==> src/hdl/rmth_pkg.sv <==
package rmth_pkg;
    localparam int HEAP_DEPTH = 1024;
    localparam int AW = $clog2(HEAP_DEPTH);
    localparam int CW = $clog2(HEAP_DEPTH + 1);

    typedef enum logic [3:0] {
        ST_IDLE,
        ST_DECIDE,
        ST_POP_RD_TOP,
        ST_POP_RD_LAST,
        ST_POP_LD_LAST,
        ST_POP_RD_L,
        ST_POP_RD_R,
        ST_POP_CMP,
        ST_PUSH_START,
        ST_PUSH_RD,
        ST_PUSH_CMP,
        ST_MED_RD,
        ST_MED_LD,
        ST_OUT
    } t_state;

    typedef struct packed {
        logic decide;
        logic pop_rd_top;
        logic pop_rd_last;
        logic pop_ld_last;
        logic pop_rd_l;
        logic pop_rd_r;
        logic pop_step;
        logic pop_fin;
        logic push_start;
        logic push_rd;
        logic push_step;
        logic push_fin;
        logic med_rd;
        logic med_ld;
        logic out_load;
    } t_cmd;

    typedef struct packed {
        logic dropped;
        logic move;
        logic pop_leaf;
        logic pop_stop;
        logic push_root;
        logic push_stop;
        logic push_more;
    } t_sts;
endpackage

==> src/hdl/rmth_ctrl.sv <==
module rmth_ctrl import rmth_pkg::*; (
    input  logic i_clk,
    input  logic i_rst_n,
    input  logic i_in_valid,
    output logic o_in_ready,
    output logic o_out_valid,
    input  logic i_out_ready,
    input  t_sts i_sts,
    output t_cmd o_cmd
);
    t_state r_state, n_state;
    logic   r_out_valid, n_out_valid;

    always_ff @(posedge i_clk) begin
        if (!i_rst_n) begin
            r_state     <= ST_IDLE;
            r_out_valid <= 1'b0;
        end else begin
            r_state     <= n_state;
            r_out_valid <= n_out_valid;
        end
    end

    // idle may accept while a result beat waits; ST_OUT holds until it drains
    assign o_in_ready  = (r_state == ST_IDLE);
    assign o_out_valid = r_out_valid;

    always_comb begin
        n_state = r_state;
        case (r_state)
            ST_IDLE:          if (i_in_valid) n_state = ST_DECIDE;
            ST_DECIDE: begin
                if (i_sts.dropped) n_state = ST_OUT;
                else if (i_sts.move) n_state = ST_POP_RD_TOP;
                else n_state = ST_PUSH_START;
            end
            ST_POP_RD_TOP:    n_state = ST_POP_RD_LAST;
            ST_POP_RD_LAST:   n_state = ST_POP_LD_LAST;
            ST_POP_LD_LAST:   n_state = ST_POP_RD_L;
            ST_POP_RD_L: begin
                if (i_sts.pop_leaf) n_state = ST_PUSH_START;
                else n_state = ST_POP_RD_R;
            end
            ST_POP_RD_R:      n_state = ST_POP_CMP;
            ST_POP_CMP: begin
                if (i_sts.pop_stop) n_state = ST_PUSH_START;
                else n_state = ST_POP_RD_L;
            end
            ST_PUSH_START:    n_state = ST_PUSH_RD;
            ST_PUSH_RD: begin
                if (!i_sts.push_root) n_state = ST_PUSH_CMP;
                else if (i_sts.push_more) n_state = ST_PUSH_START;
                else n_state = ST_MED_RD;
            end
            ST_PUSH_CMP: begin
                if (!i_sts.push_stop) n_state = ST_PUSH_RD;
                else if (i_sts.push_more) n_state = ST_PUSH_START;
                else n_state = ST_MED_RD;
            end
            ST_MED_RD:        n_state = ST_MED_LD;
            ST_MED_LD:        n_state = ST_OUT;
            ST_OUT:           if (!r_out_valid || i_out_ready) n_state = ST_IDLE;
            default:          n_state = ST_IDLE;
        endcase
    end

    always_comb begin
        o_cmd       = '0;
        n_out_valid = r_out_valid && !i_out_ready;
        case (r_state)
            ST_DECIDE:        o_cmd.decide = 1'b1;
            ST_POP_RD_TOP:    o_cmd.pop_rd_top = 1'b1;
            ST_POP_RD_LAST:   o_cmd.pop_rd_last = 1'b1;
            ST_POP_LD_LAST:   o_cmd.pop_ld_last = 1'b1;
            ST_POP_RD_L: begin
                if (i_sts.pop_leaf) o_cmd.pop_fin = 1'b1;
                else o_cmd.pop_rd_l = 1'b1;
            end
            ST_POP_RD_R:      o_cmd.pop_rd_r = 1'b1;
            ST_POP_CMP:       o_cmd.pop_step = 1'b1;
            ST_PUSH_START:    o_cmd.push_start = 1'b1;
            ST_PUSH_RD: begin
                if (i_sts.push_root) o_cmd.push_fin = 1'b1;
                else o_cmd.push_rd = 1'b1;
            end
            ST_PUSH_CMP:      o_cmd.push_step = 1'b1;
            ST_MED_RD:        o_cmd.med_rd = 1'b1;
            ST_MED_LD:        o_cmd.med_ld = 1'b1;
            ST_OUT: begin
                if (!r_out_valid || i_out_ready) begin
                    o_cmd.out_load = 1'b1;
                    n_out_valid    = 1'b1;
                end
            end
            default: ;
        endcase
    end
endmodule

==> config.mk <==
export PLATFORM = sky130hd
export DESIGN_NAME = rmth_ctrl
export DESIGN_NICKNAME = d
export VERILOG_FILES = /design/src/hdl/rmth_pkg.sv /design/src/hdl/rmth_ctrl.sv
export SDC_FILE = /design/constraint.sdc
export NUM_CORES = 1
export LEC_CHECK = 0
export ABC_AREA = 1
export BUFFER_PORTS_ARGS = -buffer_cell sky130_fd_sc_hd__buf_2
export CAP_MARGIN = 10
export CORE_AREA = 10 10 47 49
export DETAILED_ROUTE_END_ITERATION = 8
export DIE_AREA = 0 0 57 59
export GPL_TIMING_DRIVEN = 0
export PLACE_DENSITY_LB_ADDON = 0.08
export SYNTH_ARGS = -nofsm -noshare
export SYNTH_HDL_FRONTEND = slang
export SYNTH_SLANG_ARGS = --single-unit
==> constraint.sdc <==
create_clock -name i_clk -period 2.5 [get_ports i_clk]
set_clock_uncertainty 0.15 [all_clocks]
set_input_delay 0.5 -clock i_clk [delete_from_list [all_inputs] [get_ports i_clk]]
set_output_delay 0.5 -clock i_clk [all_outputs]
set_load 0.01 [all_outputs]
## After elaboration in Yosys (flattened, before gate mapping)

Cells that the tools add are included.

| storage, ports and cells | value |
|---|---|
| register bits | 5 |
| input port bits | 11 |
| logic and storage cells | 55 |

| cells by class | value |
|---|---|
| eq/ne operators | 15 |
| muxes and demuxes | 32 |
| reduce and logical (&&, ||, !) cells | 6 |

Operators with widths:

| operator | count |
|---|---|
| one-hot mux 4 bit (14 select lines) | 1 |
| two-way mux 4 bit | 7 |
| == test 4 bit (second input constant) | 6 |
| two-way mux 1 bit | 22 |
| == test 4 x 3 -> 1 bit (second input constant) | 4 |
| == test 4 x 2 -> 1 bit (second input constant) | 2 |
| == test 4 x 1 -> 1 bit (second input constant) | 1 |
| logical NOT 4 bit | 1 |
| two-way mux 2 bit | 2 |
| inequality test 2 bit (second input constant) | 2 |
| logical NOT 1 bit | 2 |
| AND reduction 2 bit | 1 |
| logical AND 1 bit | 1 |
| logical OR 1 bit | 1 |

## Logic depth before layout (Yosys ltp)

Gate-level depths: netlist of run 1.

| logic depth | value |
|---|---|
| word-level depth | 4 |
| depth in mapped cells | 9 |
| mapped depth without buffers | 9 |

## Worst setup path before layout of run 1

Ideal clock, no wire load.

| timing path | value |
|---|---|
| path kind | register to output |
| start point | register r_state[3] |
| end point | output o_cmd[3] (netlist bit) |
| arrival | 0.853 ns |
| required time | 1.850 ns |
| path slack | 0.997 ns |
| cell stages (with the launch flop) | 5 |
| buffers on the path | 0 |
| path through | dfxtp_1 nand2_2 nor2_1 inv_1 nor2_1 |

RTL lines:

| what | RTL line | RTL |
|---|---|---|
| from (decl) | rmth_ctrl.sv:11 | `t_state r_state, n_state;` |
| from (signal assigned) | rmth_ctrl.sv:19 | `r_state <= n_state;` |
| to (decl) | rmth_ctrl.sv:9 | `output t_cmd o_cmd` |

==> reports/metrics.yaml, run 1 <==
status:
  outcome: "finished clean"
timing:
  tns_ps: 0
  layout_min_cycle_time_ps: 1880
  setup_viol: 0
  hold_viol: 0
  slew_violations: 0
  slew_headroom_pct: 86.7
  max_freq_mhz: 533
  worst_slew_pin_slew_ps: 197
  worst_hold_slack_ps: 307
  fin_crit_sh_pct: 75.1
  rsz0062_at_grt: "false"
synth:
  synth_area_sq_um: 494
  yosysWarnings: 0
  syn_nets: 108
  yosysSeqAreaShare_pct: 20.3
  ys_ff_latch: 5
  syn_inst: 97
  yosysTopAreaCell: "dfxtp_1"
  syn_area_per_cell_sq_um: 5.10
  synth_area_leaders: "dfxtp_1, nand2_1, nor2_1, inv_1, nor2_2"
  netlist.area_leader.share_pct: 20.3
  synth_cell_types: 13
clock_network:
  clk_pin_slew_worst_paths_ps: 40
  numCtsBuffers: 3
  insertion_delay_ps: 240
  htree_levels: 1
  cts_tree: "done"
  clock-sinks: 5
  holdBufCountCts: 0
  ctsResizeCount: 0
  cts_setup_buffers: 0
  cts-root-buf: "clkbuf_4"
  clock_path_buffers: 2
routing:
  ant_nets: 0
  remaining_drc_errors: 0
  detail_route.first_pass.iterations: 4
  via_per_inst: 4.44
  wirelength_mm: 1.46
  wire_per_inst_um: 10.2
  drt_iter0_markers: 9
  vias: 640
floorplanning:
  num_rows: 14
  fp.dieArea_sq_mm: 0.00336
  die_y_um: 59
  pin_count: 28
  start_util_pct: 35.3
  coreArea_sq_mm: 0.00140
  fp.dieW_um: 57
grt:
  grt_util_all_layers_pct: 9.39
  grt_pass1_vias: 613
  grt-ovfl-total: 0
  grt_max_degree: 7
  antenna_found_initial: 0
  grt_pass1_wl_mm: 2.55
critical_path:
  critPathCaptureType: "output pin"
  cp.arrival_ps: 1230
  worst-setup-path-type: "reg2out"
  rr_worst_depth: 8
  rrSetupSlack_ps: 1120
  path_max_fanout: 6
  start_kind: "flop"
  reg2reg_to: "r_state[3]"
  critical_path_required_ps: 1850
  r2r-start: "r_state[3]"
min_path:
  hold_path_startpoint: "i_rst_n"
  worstHoldPathCells: 3
  hold_class: "in2reg"
  hold_path_end: "r_state[3]"
final_layout:
  num_antenna_cells: 0
  n_fill_cell: 173
  syn_to_final_growth_pct: 36.7
  final_nets: 140
  mostFrequentLayoutCell: "buf_2"
  mostFrequentLayoutCells: "buf_2, nand2_1, nor2_1"
  drive_gt1_share_pct: 32.8
power:
  leakagePower_nw: 0.433
  powerDensity_mw_per_mm2: 769
  irDropWorstVdd_mv: 0.321
place:
  gp_congestion: 0.771
  dp_hpwl_mm: 1.33
  io_buffer_count: 27
job:
  maxCapViolCount: 0
-- cells by family after synthesis --
family	Yosys count	synth area share, %
simple gates	64	55.9
compound gates	8	8.61
flops	5	20.3
buf+inv	20	15.2
-- report_power, final --
part	leakage (nW)	internal, mW	switching, mW
Combinational	0.377	0.107	0.193
Sequential	0.0409	0.101	0.0248
Clock	0.0150	0.0603	0.0327
Total	0.433	0.269	0.251
-- synthesized netlist by cell type, drive strengths merged --
cell / count
nor2: 30
nand2: 27
inv: 20
dfxtp: 5
o21ai: 5
nand3: 3
a21oi: 2
nand3b: 2
nor3: 2
o21bai: 1
-- per-stage QoR --
step / utilization, % / area (sq um) / setup WS [ps] / total power [mW] / cells
global route: 48.2 / 676 / 505 / 0.582 / 144
floorplan: - / 494 / 997 / 0.336 / 97
detailed placement: 46.3 / 649 / 871 / 0.432 / 140
CTS: 48.2 / 676 / 596 / 0.531 / 144
finish: 48.2 / 676 / 623 / 0.519 / 144
global placement: 46.3 / 649 / 876 / 0.434 / 140
-- area by class of cell --
| cell class | count | area, sq um | area share, % |
|---|---|---|---|
| flip-flops and latches | 5 | 100 | 14.8 |
| repair buffers | 27 | 135 | 20.0 |
| well taps | 16 | 20.0 | 2.96 |
| inverters | 20 | 75.1 | 11.1 |
| clock buffers | 4 | 26.3 | 3.89 |
| multi-input cells | 72 | 319 | 47.2 |
-- sequential cells by signal, indices dropped and copies added (netlist names) --
name         cells
r_state          4
o_out_valid      1
-- metal layers --
layer,wire length (um),up-vias,global-route usage (%),part of all wire [%]
met5,0,-,0,0
met4,0,0,5.03,0
met3,127,0,4.51,8.7
met2,760,17,16.1,52
met1,576,271,9.17,39
li1,-,352,-,-
-- worst max-delay path by stage --
| stage | cells past startpoint | start | slack, ps | to |
|---|---|---|---|---|
| CTS | 5 | r_state[3] | 600 | o_cmd[3] |
| global route | 5 | r_state[3] | 500 | o_cmd[5] |
| finish | 5 | r_state[3] | 620 | o_cmd[3] |
| global placement | 5 | r_state[3] | 880 | o_cmd[3] |
| floorplan | 4 | r_state[3] | 1000 | o_cmd[3] |
| detailed placement | 5 | r_state[3] | 870 | o_cmd[3] |
-- worst max-delay path, cell delays in order, from the launching register on --
cell and delay (ps):
dfxtp_1 410, nand2_2 140, nor2_1 160, inv_1 70, nor2_1 80, buf_2 130
No activity file was read; power rests on OpenSTA's default activity.
==> run 2, diff against run 1 <==
--- a/config.mk
+++ b/config.mk
@@ -5,12 +5,12 @@
 export SDC_FILE = /design/constraint.sdc
 export NUM_CORES = 1
 export LEC_CHECK = 0
-export ABC_AREA = 1
+export ABC_AREA = 0
 export BUFFER_PORTS_ARGS = -buffer_cell sky130_fd_sc_hd__buf_2
 export CAP_MARGIN = 10
-export CORE_AREA = 10 10 47 49
+export CORE_MARGIN = 10
+export CORE_UTILIZATION = 40
 export DETAILED_ROUTE_END_ITERATION = 8
-export DIE_AREA = 0 0 57 59
 export GPL_TIMING_DRIVEN = 0
 export PLACE_DENSITY_LB_ADDON = 0.08
 export SYNTH_ARGS = -nofsm -noshare
==> constraint.sdc (replaced) <==
create_clock -name i_clk -period 1.9 [get_ports i_clk]
set_clock_uncertainty 0.15 [all_clocks]
set_input_delay 0.38 -clock i_clk [delete_from_list [all_inputs] [get_ports i_clk]]
set_output_delay 0.38 -clock i_clk [all_outputs]
set_load 0.01 [all_outputs]
==> run 2 against run 1 <==
  * Non-clock buffer count is 4 higher
  * Die area is 4.1% lower
  * Register-to-register slack worse by 630 ps
  * Largest cell class unchanged
  * Via count is 3.3% lower
==> reports/metrics.yaml, run 2 <==
status:
  outcome: "finished clean"
grt:
  grt_util_all_layers_pct: 10.6
  grt-ovfl-total: 0
  grt_pass1_vias: 627
  antenna_found_initial: 0
  grt_max_degree: 11
  grt_pass1_wl_mm: 2.86
place:
  gp_congestion: 0.788
  dp_hpwl_mm: 1.33
  place_ws_ps: 214
  io_buffer_count: 27
clock_network:
  clk_pin_slew_worst_paths_ps: 40
  clock_path_buffers: 2
  cts_setup_buffers: 0
  numCtsBuffers: 3
  htree_levels: 1
  cts_tree: "done"
  insertion_delay_ps: 240
  cts-root-buf: "clkbuf_4"
  clock-sinks: 5
  holdBufCountCts: 0
synth:
  synth_area_sq_um: 542
  ys_ff_latch: 5
  yosysMostFrequentCell: "nor2_1"
  yosysTopAreaCell: "dfxtp_1"
  yosysSeqAreaShare_pct: 18.5
  synth_cell_types: 35
  syn_area_per_cell_sq_um: 7.63
  synth-async-reset-ratio_pct: 0
  yosys_most_used_dff: "dfxtp_1"
  synth_top_cells_by_count: "nor2_1, inv_1, nor3_1, dfxtp_1"
  netlist.area_leader.share_pct: 18.5
  yosysWarnings: 0
  synth_edf_count: 0
  syn_nets: 82
  synth_area_leaders: "dfxtp_1, nor2_1, nor3_1, nand2b_1, buf_6"
  syn_inst: 71
routing:
  detail_route.first_pass.iterations: 4
  vias: 619
  drt_iter0_markers: 7
  wirelength_mm: 1.64
  via_per_inst: 5.34
  ant_nets: 0
  remaining_drc_errors: 0
  wire_per_inst_um: 14.1
critical_path:
  worst-path-buf-inv: 2
  path_cells: "buf_6 > or2_4 > nor3_1 > buf_2"
  max_stage_delay_ps: 320
  reg2reg_to: "r_state[0]"
  path_max_fanout: 10
  rrSetupSlack_ps: 490
  slowest_stage: "dfxtp_1"
  worst-setup-path-type: "reg2out"
  r2r-start: "r_state[1]"
  critPathCaptureType: "output pin"
  start_kind: "flop"
  rr_worst_depth: 5
  critical_path_required_ps: 1370
  cp_top_family: "simple AND/OR/NAND/NOR gates"
  cp.arrival_ps: 1290
final_layout:
  mostFrequentLayoutCell: "buf_2"
  final_nets: 113
  mostFrequentLayoutCells: "buf_2, nor2_1, nor3_1, inv_1"
  largest_reg_flops: 4
  num_antenna_cells: 0
  drive_gt1_share_pct: 46.5
  n_fill_cell: 153
  syn_to_final_growth_pct: 35.3
  multiInputGateArea_sq_um: 388
  seq_area_sq_um: 101
  top_register: "r_state"
floorplanning:
  num_rows: 13
  fp.dieArea_sq_mm: 0.00323
  pin_count: 28
  fp.dieW_um: 56.8
  start_util_pct: 42.2
  coreArea_sq_mm: 0.00128
  die_y_um: 56.8
timing:
  postLayoutSetupSlackWorst_ps: 84.4
  setup_viol: 0
  worst_hold_slack_ps: 279
  max_freq_mhz: 551
  fin_crit_sh_pct: 95.6
  slew_violations: 0
  hold_viol: 0
  rsz0062_at_grt: "true"
  slew_headroom_pct: 82.5
  tns_ps: 0
  worst_slew_pin_slew_ps: 260
  layout_min_cycle_time_ps: 1820
power:
  leakagePower_nw: 0.368
  powerDensity_mw_per_mm2: 878
  irDropWorstVdd_mv: 0.575
min_path:
  hold_class: "in2reg"
  hold_path_end: "r_state[0]"
  worstHoldPathCells: 3
  hold_path_startpoint: "i_rst_n"
job:
  maxCapViolCount: 0
-- run 2: cell count changes after synthesis, sizes merged, moves of 5 or more --
cell	delta
inv	-14
nand2b	+6
nand2	-23
buf	+5
nor2	-21
nor3	+5
-- run 2: per-stage QoR --
stage | instance area (sq um) | instances | utilization, % | power [mW]
3_5_place_dp | 696 | 113 | 54.1 | 0.510
4_1_cts | 721 | 116 | 56.1 | 0.639
2_1_floorplan | 542 | 71 | - | 0.409
3_3_place_gp | 696 | 113 | 54.1 | 0.510
5_1_grt | 733 | 116 | 57.1 | 0.698
6_report | 733 | 116 | 57.1 | 0.644
-- run 2: what timing repair did --
item,CTS,global route
pin swaps,0,1
gates resized for setup,2,4
setup endpoints to repair,3,4
endpoints found under the hold margin,0,0
-- run 2: kinds of logic (layout without fill, tap and decap cells) --
| logic type | after synthesis | after routing | share of synthesized area [%] |
|---|---|---|---|
| compound gates | 17 | 17 | 25.4 |
| buf+inv | 11 | 41 | 11.5 |
| flops | 5 | 5 | 18.5 |
| mux | 2 | 2 | 4.62 |
| simple gates | 36 | 36 | 40.0 |
-- run 2: final cells by class --
type | count | area share (%)
inverters | 6 | 3.07
clock buffers | 4 | 3.58
flip-flops and latches | 5 | 13.8
repair buffers | 27 | 18.4
multi-input cells | 55 | 52.9
well taps | 15 | 2.56
plain buffers | 4 | 5.63
-- run 2: layer usage --
metal | global-route usage (%) | routed length [um] | vias to the layer above
met5 | 0 | 0 | -
met4 | 4.03 | 0 | 0
met3 | 4.94 | 120 | 0
met2 | 17.9 | 815 | 20
met1 | 11.1 | 701 | 283
li1 | - | - | 316
-- run 2: tightest hold or removal path, cell delays in order --
cell     delay [ps]
buf_2           110
nand2_1          60
o32ai_2          70
-- run 2: report_power, final --
group	leakage (nW)	switching, mW	internal, mW
Sequential	0.0414	0.0243	0.126
Combinational	0.311	0.205	0.165
Clock	0.0150	0.0437	0.0794
-- run 2: worst max-delay path by stage --
| stage | from | end | slack (ps) | cells past startpoint |
|---|---|---|---|---|
| final | r_state[0] | o_in_ready | 80 | 4 |
| after global routing | r_state[0] | o_cmd[0] | -4 | 5 |
| after CTS | r_state[0] | o_in_ready | 10 | 4 |
| after detailed placement | r_state[2] | o_cmd[7] | 210 | 5 |
| after global placement | r_state[2] | o_cmd[7] | 210 | 5 |
| after floorplan | r_state[0] | o_in_ready | 310 | 4 |
==> run 3, diff against run 2 <==
--- a/config.mk
+++ b/config.mk
@@ -8,8 +8,10 @@
 export ABC_AREA = 0
 export BUFFER_PORTS_ARGS = -buffer_cell sky130_fd_sc_hd__buf_2
 export CAP_MARGIN = 10
+export CELL_PAD_IN_SITES_DETAIL_PLACEMENT = 2
+export CELL_PAD_IN_SITES_GLOBAL_PLACEMENT = 2
 export CORE_MARGIN = 10
-export CORE_UTILIZATION = 40
+export CORE_UTILIZATION = 22
 export DETAILED_ROUTE_END_ITERATION = 8
 export GPL_TIMING_DRIVEN = 0
 export PLACE_DENSITY_LB_ADDON = 0.08
==> run 3 against run 2 <==
  * Die area is 50% higher
  * Non-clock buffer count increased by 5
  * Clock-buffer cell count unchanged
  * First-iteration DRC count rose by 43%
  * Total power rose by 9.9%
  * Sequential share of layout area down 0.78 points
  * Setup slack worse by 2.9 ps
  * Global-route usage is 1.6 points lower
  * Sequential power is 3% higher
  * Critical path type unchanged
  * Critical endpoint is now o_cmd[7]
  * Routed wire length rose by 34%
  * Register-to-register slack worse by 150 ps
  * Fmax is 0.16% lower
==> reports/metrics.yaml, run 3 (synthesis results as in run 2) <==
timing:
  hold_viol: 0
  max_freq_mhz: 550
  slew_headroom_pct: 84.1
  layout_min_cycle_time_ps: 1820
  setup_viol: 0
  slew_violations: 0
  worst_slew_pin_slew_ps: 236
  worst_hold_slack_ps: 262
  fin_crit_sh_pct: 95.7
final_layout:
  fin_util_pct: 35.4
  n_fill_cell: 276
  final_nets: 118
  multiInputGateArea_sq_um: 403
  mostFrequentLayoutCell: "buf_2"
  seq_area_sq_um: 105
  num_antenna_cells: 0
  mostFrequentLayoutCells: "buf_2, nor2_1, buf_4, inv_1, nor3_1"
  syn_to_final_growth_pct: 48.7
  drive_gt1_share_pct: 51.9
  final_cells: 134
  final_area_sq_um: 806
  top_register: "r_state"
  largest_reg_flops: 4
routing:
  drt_iter0_markers: 10
  ant_nets: 0
  wire_per_inst_um: 16.4
  wirelength_mm: 2.19
  remaining_drc_errors: 0
  vias: 630
  detail_route.first_pass.iterations: 4
  via_per_inst: 4.70
clock_network:
  clock_path_buffers: 2
  cts-root-buf: "clkbuf_4"
  numCtsBuffers: 3
  cts_tree: "done"
  insertion_delay_ps: 260
  clk_pin_slew_worst_paths_ps: 50
  htree_levels: 1
  clock-sinks: 5
critical_path:
  cp.arrival_ps: 1290
  crit_start: "r_state[1]"
  critPathCaptureType: "output pin"
  path_max_fanout: 9
  critical_path_required_ps: 1370
  worst-setup-path-type: "reg2out"
  start_kind: "flop"
  r2r-start: "r_state[1]"
place:
  dp_hpwl_mm: 1.72
  placed_area_sq_um: 712
  gp_congestion: 0.730
  io_buffer_count: 27
  place_inst: 126
power:
  irDropWorstVdd_mv: 0.569
  powerDensity_mw_per_mm2: 878
  leakagePower_nw: 0.396
grt:
  grt_pass1_wl_mm: 3.65
  grt_max_degree: 11
  grt_pass1_vias: 696
  antenna_found_initial: 0
  grt_util_all_layers_pct: 9.03
  grt-ovfl-total: 0
floorplanning:
  fp.dieArea_sq_mm: 0.00485
  pin_count: 28
  coreArea_sq_mm: 0.00228
  start_util_pct: 23.8
  num_rows: 17
  fp.dieW_um: 69.6
  die_y_um: 69.6
status:
  outcome: "finished clean"
job:
  maxCapViolCount: 0
min_path:
  hold_class: "in2reg"
  hold_path_startpoint: "i_rst_n"
[run 3: per-stage QoR]
step / setup slack, ps / power [mW] / TNS [ps]
after floorplan: 311 / 0.409 / 0
after global placement: 179 / 0.527 / 0
after detailed placement: 184 / 0.528 / 0
after CTS: 14.8 / 0.676 / 0
after global routing: -18.6 / 0.773 / -21.6
final: 81.4 / 0.707 / 0
[run 3: final timing paths]
check / slack [ps] / endpoint / cells after the start
setup / recovery: 80 / o_cmd[7] / 5
setup reg to reg: 340 / r_state[0] / 6
hold reg to reg: 380 / o_out_valid / 2
hold / removal: 260 / r_state[0] / 3
[run 3: report_power, final]
part	switching (mW)	internal [mW]
clock	0.0515	0.0799
combinational	0.229	0.192
sequential	0.0268	0.129
[run 3: layer usage]
layer	vias up	share of wire, %	global-route usage (%)
met2	15	50	15.9
li1	322	-	-
met1	291	46	9.94
met5	-	0	0
met3	2	4.2	3.42
met4	0	0.50	1.96
[run 3: timing repair]
action,4_1_cts,5_1_grt
endpoints found under the hold margin,0,0
hold buffers,0,0
endpoints found under the setup margin,5,3
buffers inserted,0,5
resized for setup,5,6
pin swaps,0,1
[run 3: worst max-delay path, cell delays in order, from the launching register on]
cell and delay, ps:
dfxtp_1 340, buf_6 140, and2b_2 250, nand3_1 120, inv_1 50, buf_2 130
[run 3: final cells by class]
cell class,count,share of cell area [%]
Multi-Input combinational cell,55,50.0
Timing Repair Buffer,32,21.4
Sequential cell,5,13.0
Buffer,4,5.12
Tap cell,28,4.35
Clock buffer,4,3.26
Inverter,6,2.80
